`src/hdl/sgcs_pkg.sv`:
```
// sgcs_pkg: shared types and constants of the staggered-grid curl stencil
// used by the result queue, the top level and the bench; no dependencies
`default_nettype none

package sgcs_pkg;

    localparam int SIZE_W   = 7;
    localparam int APB_AW   = 4;
    localparam int APB_DW   = 32;
    localparam int DIFF_W   = 33;
    localparam int PROD_W   = 2 * DIFF_W;
    localparam int FRAC_W   = 16;
    localparam int TERM_W   = PROD_W - FRAC_W;
    localparam int SUM_W    = 34;
    localparam int FIFO_DEPTH = 8;

    localparam logic [SIZE_W-1:0] SIZE_RESET = 7'd64;
    localparam logic [SIZE_W-1:0] SIZE_MIN   = 7'd3;

    // register indexes, taken from paddr[3:2]
    localparam logic [1:0] REG_SIZE_X = 2'd0;
    localparam logic [1:0] REG_SIZE_Y = 2'd1;
    localparam logic [1:0] REG_SIZE_Z = 2'd2;

    typedef logic signed [31:0] t_q16;

    typedef struct packed {
        t_q16 x;
        t_q16 y;
        t_q16 z;
    } t_vec;

    // one entry of the vorticity store: index 0 and 1 are the two plane parities
    typedef t_vec [1:0] t_vec_pair;

    typedef struct packed {
        logic edge_valid;
        t_vec edge_v;
        logic center_valid;
        t_vec center_v;
    } t_res;

    function automatic t_q16 sat32(input logic signed [TERM_W:0] v);
        if (&v[TERM_W:31] || ~|v[TERM_W:31]) begin
            return v[31:0];
        end
        return v[TERM_W] ? 32'sh8000_0000 : 32'sh7fff_ffff;
    endfunction

endpackage

`default_nettype wire

```
`src/hdl/sgcs_fifo.sv`:
```
// sgcs_fifo: result queue between the stencil pipeline and the output channel
// depends on sgcs_pkg (t_res)
`default_nettype none

module sgcs_fifo
    import sgcs_pkg::*;
#(
    parameter int DEPTH = 8
) (
    input  wire logic                       i_clk,
    input  wire logic                       i_rst_n,
    input  wire logic                       i_push,
    input  wire t_res                       i_push_data,
    input  wire logic                       i_pop,
    output t_res                            o_pop_data,
    output logic                            o_not_empty,
    output logic [$clog2(DEPTH+1)-1:0]      o_count
);

    localparam int PW = (DEPTH > 1) ? $clog2(DEPTH) : 1;
    localparam int CW = $clog2(DEPTH + 1);

    t_res            r_buf [DEPTH];
    logic [PW-1:0]   r_wr_ptr;
    logic [PW-1:0]   r_rd_ptr;
    logic [CW-1:0]   r_count;
    logic            w_pop;

    assign w_pop = i_pop && (r_count != '0);

    always_ff @(posedge i_clk) begin
        if (!i_rst_n) begin
            r_wr_ptr <= '0;
            r_rd_ptr <= '0;
            r_count  <= '0;
        end else begin
            if (i_push) begin
                r_wr_ptr <= (r_wr_ptr == PW'(DEPTH - 1)) ? '0 : r_wr_ptr + 1'b1;
            end
            if (w_pop) begin
                r_rd_ptr <= (r_rd_ptr == PW'(DEPTH - 1)) ? '0 : r_rd_ptr + 1'b1;
            end
            case ({i_push, w_pop})
                2'b10:   r_count <= r_count + 1'b1;
                2'b01:   r_count <= r_count - 1'b1;
                default: r_count <= r_count;
            endcase
        end
    end

    always_ff @(posedge i_clk) begin
        if (i_push) begin
            r_buf[r_wr_ptr] <= i_push_data;
        end
    end

    assign o_pop_data  = r_buf[r_rd_ptr];
    assign o_not_empty = (r_count != '0);
    assign o_count     = r_count;

endmodule

`default_nettype wire

```
`config.mk`:
```
export PLATFORM = sky130hd
export DESIGN_NAME = sgcs_fifo
export DESIGN_NICKNAME = d
export VERILOG_FILES = /design/src/hdl/sgcs_pkg.sv /design/src/hdl/sgcs_fifo.sv
export SDC_FILE = /design/constraint.sdc
export NUM_CORES = 1
export LEC_CHECK = 0
export BUFFER_PORTS_ARGS = -buffer_cell sky130_fd_sc_hd__buf_2
export CORE_ASPECT_RATIO = 0.75
export CORE_MARGIN = 1
export CORE_UTILIZATION = 60
export DETAILED_ROUTE_END_ITERATION = 8
export PLACE_DENSITY = 0.78
export RECOVER_POWER = 50
export SLEW_MARGIN = 40
export SYNTH_ARGS = -nofsm -noshare
export SYNTH_HDL_FRONTEND = slang
export SYNTH_SLANG_ARGS = --single-unit
```
`constraint.sdc`:
```
create_clock -name i_clk -period 29.5 [get_ports i_clk]
set_input_delay 0 -clock i_clk [delete_from_list [all_inputs] [get_ports i_clk]]
set_output_delay 0 -clock i_clk [all_outputs]
set_load 0.01 [all_outputs]
```
-- Word level (Yosys, flattened, before mapping)
Memory sizes are Yosys's and may differ from the RTL's. A register that Yosys moved wholly into a read port is not among the register bits.
Index checks and enable logic that the tools add are counted.
- register bits after elaboration: 10
- bits in writable memories: 1552
- bits of input ports: 198
- output and inout bits: 199
- logic and storage cells: 22
- memories kept: 1
- add/subtract/negate cells: 4
- eq/ne operators: 4
- multiplexer cells: 7
- reduce and logical (&&, ||, !) cells: 3
- memory list (memory ; words ; bits a word ; read ports ; clocked after Yosys merged registers in ; write ports ; RTL line ; source):
    r_buf ; 8 ; 194 ; 1 ; 1 ; 1 ; sgcs_fifo.sv:23 ; t_res r_buf [DEPTH];
- operators by type and width (cell ; number):
    $mux W3 ; 4
    $pmux W4 S2 ; 1
    $add A3 B1 Y3 const B ; 2
    $eq A3 B3 Y1 const B ; 2
    $add A4 B1 Y4 const B ; 1
    $reduce_bool A4 Y1 ; 1
    $sub A4 B1 Y4 const B ; 1
    $eq A2 B1 Y1 const B ; 1
    $eq A2 B2 Y1 const B ; 1
    $mux W1 ; 2
    $reduce_bool A2 Y1 ; 1
    $logic_and A1 B1 Y1 ; 1

-- Logic depth before layout (Yosys ltp)
- word-level depth: 4
- mapped depth: 10
- depth with buffers taken out: 10

-- Worst setup path after synthesis
Ideal clock, no wire load.
- path kind: flip-flop to flip-flop
- from: register r_wr_ptr[0]
- to: memory r_buf[0][0] (netlist bit), enable pin
- library setup time: 0.986 ns
- data arrival time: 13.576 ns
- data required time: 28.514 ns
- slack: 14.938 ns
- cell stages (with the launch flop): 3
- buffers on the path: 0
- period minus slack after synthesis: 14.562 ns
- cells stage by stage: dfxtp_1 -> nand2b_1 -> nor3_1
- RTL lines (element ; RTL line ; source):
    start: declaration ; sgcs_fifo.sv:24 ; logic [PW-1:0] r_wr_ptr;
    start signal: assignment ; sgcs_fifo.sv:38 ; r_wr_ptr <= (r_wr_ptr == PW'(DEPTH - 1)) ? '0 : r_wr_ptr + 1'b1;
    end: declaration ; sgcs_fifo.sv:23 ;
No word-level cell before the write port.

-- Worst setup path after layout
- from: register r_wr_ptr[2]
- to: memory r_buf[5][131] (netlist bit), enable pin
No word-level cell before the write port.

==> impl_metrics.py <==
metrics = {
    "die": {
        "num_rows": 99,
        "die_y_um": 273,
        "coreArea_sq_mm": 0.0972,
        "die_area_sq_mm": 0.0994,
        "start_util_pct": 60.6,
        "top_level_ports": 397,
        "fp.dieW_um": 364,
    },
    "pwr": {
        "vdd_ir_drop_max_mv": 0.0648,
        "power_density_mw_per_mm2": 76.4,
        "p_leak_uw": 0.0219,
    },
    "finish": {
        "nets": 3262,
        "drive_above_1_share_pct": 33.9,
        "final_area_sq_mm": 0.0696,
        "synthToLayoutAreaGrowth_pct": 18.2,
    },
    "timing": {
        "period_share_pct": 15.7,
        "fin_crit_ns": 4.64,
        "tightest_slew_ns": 4.30,
        "fmax_mhz": 216,
        "drv_slew": 110,
        "fin_tns_setup_ns": 0,
        "hold_viol_final": 0,
        "setup_viol_count_final": 0,
        "fin_skew_ns": 0.0232,
        "relSlewSlack_pct": -187,
        "grt_setup_unrepaired": "no",
    },
    "placed_design": {
        "gp_congestion": 0.740,
        "io_buffers": 396,
        "dp_hpwl_um": 64000,
        "placed_area_sq_mm": 0.0625,
    },
    "logic_synthesis": {
        "synth_top_family_by_area": "multiplexers",
        "synth.area.top_cells": "edfxtp_1 (79%), mux4_2 (15%), mux2_2 (3.7%)",
        "yosysTopAreaCell": "edfxtp_1",
        "synthMuxAreaShare_pct": 18.6,
        "synthXorXnorAreaFrac_pct": 0.0446,
        "ys_ff_latch": 1565,
        "synthCells": 2316,
        "ys_warn_count": 0,
        "netlist.area_leader.share_pct": 79.1,
        "synth_simple_gate_area_share_pct": 0.289,
        "netlist_top_cells_count": "edfxtp_1 (1552), mux4_2 (388), mux2_2 (195)",
        "synth-seq-area-share_pct": 79.6,
        "yosysMostFrequentCell": "edfxtp_1",
        "synth_edf_count": 1552,
        "ys_types": 29,
        "postSynthAreaPerCell_sq_um": 25.4,
        "async_flop_share_pct": 0,
        "netlist_area_sq_mm": 0.0589,
        "syn_nets": 2521,
        "synth_flop_cell": "edfxtp_1",
        "synth-compound-area-share_pct": 0.106,
        "synthAdderAreaFrac_pct": 0.149,
    },
    "clock_tree": {
        "post_cts_buffers": 0,
        "hold_buffers": 260,
        "ctsRootBufferMaster": "clkbuf_16",
        "clock_sinks": 1565,
        "cts_resized": 0,
        "clock_path_buffers": 3,
        "cts_tree": "yes",
        "clk_latency_ns": 0.77,
        "cts-buffers-inserted": 144,
        "htreeDepth": 4,
        "clk_pin_slew_worst_paths_ns": 0.06,
    },
    "routing": {
        "top_layer_used": "met5",
        "met2_length_um": 65500,
        "vias_per_cell": 6.11,
        "route.met3.wl_um": 8280,
        "wl_um": 124000,
        "dr.pass1.iters": 5,
        "post-route-drc-count": 0,
        "drt_iter0_markers": 2522,
        "wl_met1_um": 47000,
        "vias": 27500,
        "drtAntennaViolNets": 0,
        "wl_per_cell_um": 27.7,
    },
    "critical_path": {
        "critPathTopFamily": "buffers and inverters",
        "path_class": "flop to flop",
        "arrival_ns": 5.02,
        "start_kind": "flop",
        "crit_chain": "nand2b_1 > nor2_4 > clkbuf_1 > buf_16",
        "cp_max_fo": 62,
        "slowest_stage": "clkbuf_1",
        "setup.worst_path.end_class": "flop",
        "crit_path_max_incr_delay_ns": 2.98,
        "crit_required_ns": 29.88,
        "crit_buf_inv": 2,
    },
    "grt": {
        "grt_pass1_vias": 29600,
        "grt_usage_pct": 25.4,
        "grt_max_degree": 76,
        "antenna_found_initial": 13,
        "grt_pass1_wl_um": 183000,
        "grt_remaining_overflow": 0,
    },
    "flow_run": {
        "cap_violations": 4,
    },
    "hold_path": {
        "min_path_type": "input port to flop",
    },
    "status": {
        "outcome": "finished, violations left",
        "violations": "max-capacitance violations, max-slew violations",
    },
}
-- state kept, by name, summed over array words and instances (netlist names), named ones only --
signal	flops
r_buf	1552
r_rd_ptr	3
o_count	4
r_wr_ptr	3
-- logic make-up (layout without fill, tap and decap cells) --
logic type	Yosys count	in the layout
DFF	1565	1565
muxes	587	587
buffers and inverters	112	968
and+or+nand+nor	33	33
AOI/OAI and AO/OA	9	9
adders and majority gates	7	7
xor gates and xnor gates	3	3
other	0	9
-- per-stage QoR --
stage	cells	setup slack [ns]	total power, uW	hold slack, ns	utilization (%)
floorplan	2316	14.94	3260	0.0989	-
global placement	3955	24.92	3450	0.246	64.0
detailed placement	3962	25.53	3480	0.267	64.3
CTS	4483	24.69	5360	0.0000192	71.8
global route	4493	24.52	5500	0.113	71.6
finish	4494	24.86	5320	0.148	71.6
-- worst reg2reg max path, cell delays in order, from the launching register on --
cell and delay, ns:
dfxtp_1 0.50, nand2b_1 0.21, nor2_4 0.13, clkbuf_1 2.98, buf_16 0.33
-- worst paths after layout --
check | start | endpoint | slack (ns) | cells after the start
max reg2reg | r_wr_ptr[2] | r_buf[5][131] | 24.86 | 4
min reg2reg | o_count[3] | o_count[3] | 0.51 | 2
min | i_push_data[128] | r_buf[5][128] | 0.15 | 2
max | r_wr_ptr[2] | r_buf[5][131] | 24.86 | 4
-- cells in the final DEF (no fill, tap or decap), types with 7 or more instances in the layout --
cell type / netlist / layout
clkinv_1: 0 / 30
dfxtp_1: 13 / 10
clkinvlp_4: 0 / 8
edfxtp_1: 1552 / 1552
ha_1: 7 / 7
mux4_2: 388 / 388
clkbuf_16: 0 / 147
diode_2: 0 / 9
bufinv_16: 0 / 15
clkbuf_1: 33 / 191
clkinv_2: 0 / 16
buf_6: 36 / 24
buf_4: 0 / 11
nand2_1: 9 / 9
buf_2: 22 / 235
buf_12: 0 / 7
inv_6: 0 / 7
mux2_2: 195 / 195
dlygate4sd3_1: 0 / 260
-- per-layer routing --
metal / up-vias / track usage [%]
met2: 1101 / 43.9
met3: 211 / 5.55
met1: 14700 / 31.9
met4: 12 / 9.16
li1: 11500 / -
met5: - / 0
-- power by group --
| part | total, uW | switching [uW] | internal (uW) |
|---|---|---|---|
| clock network | 1860 | 799 | 1060 |
| registers | 2520 | 28.6 | 2500 |
| logic | 941 | 452 | 488 |
| total | 5320 | 1280 | 4040 |
-- layout make-up --
class	instances	area (sq um)
Clock inverter	83	881
Tap cell	1313	1640
Sequential cell	1565	46900
Multi-Input combinational cell	639	11400
Antenna cell	9	22.5
Inverter	2	7.51
Fill cell	5392	27600
Clock buffer	178	3810
Timing Repair Buffer	705	5040
Power figures use the tool's default switching activity.
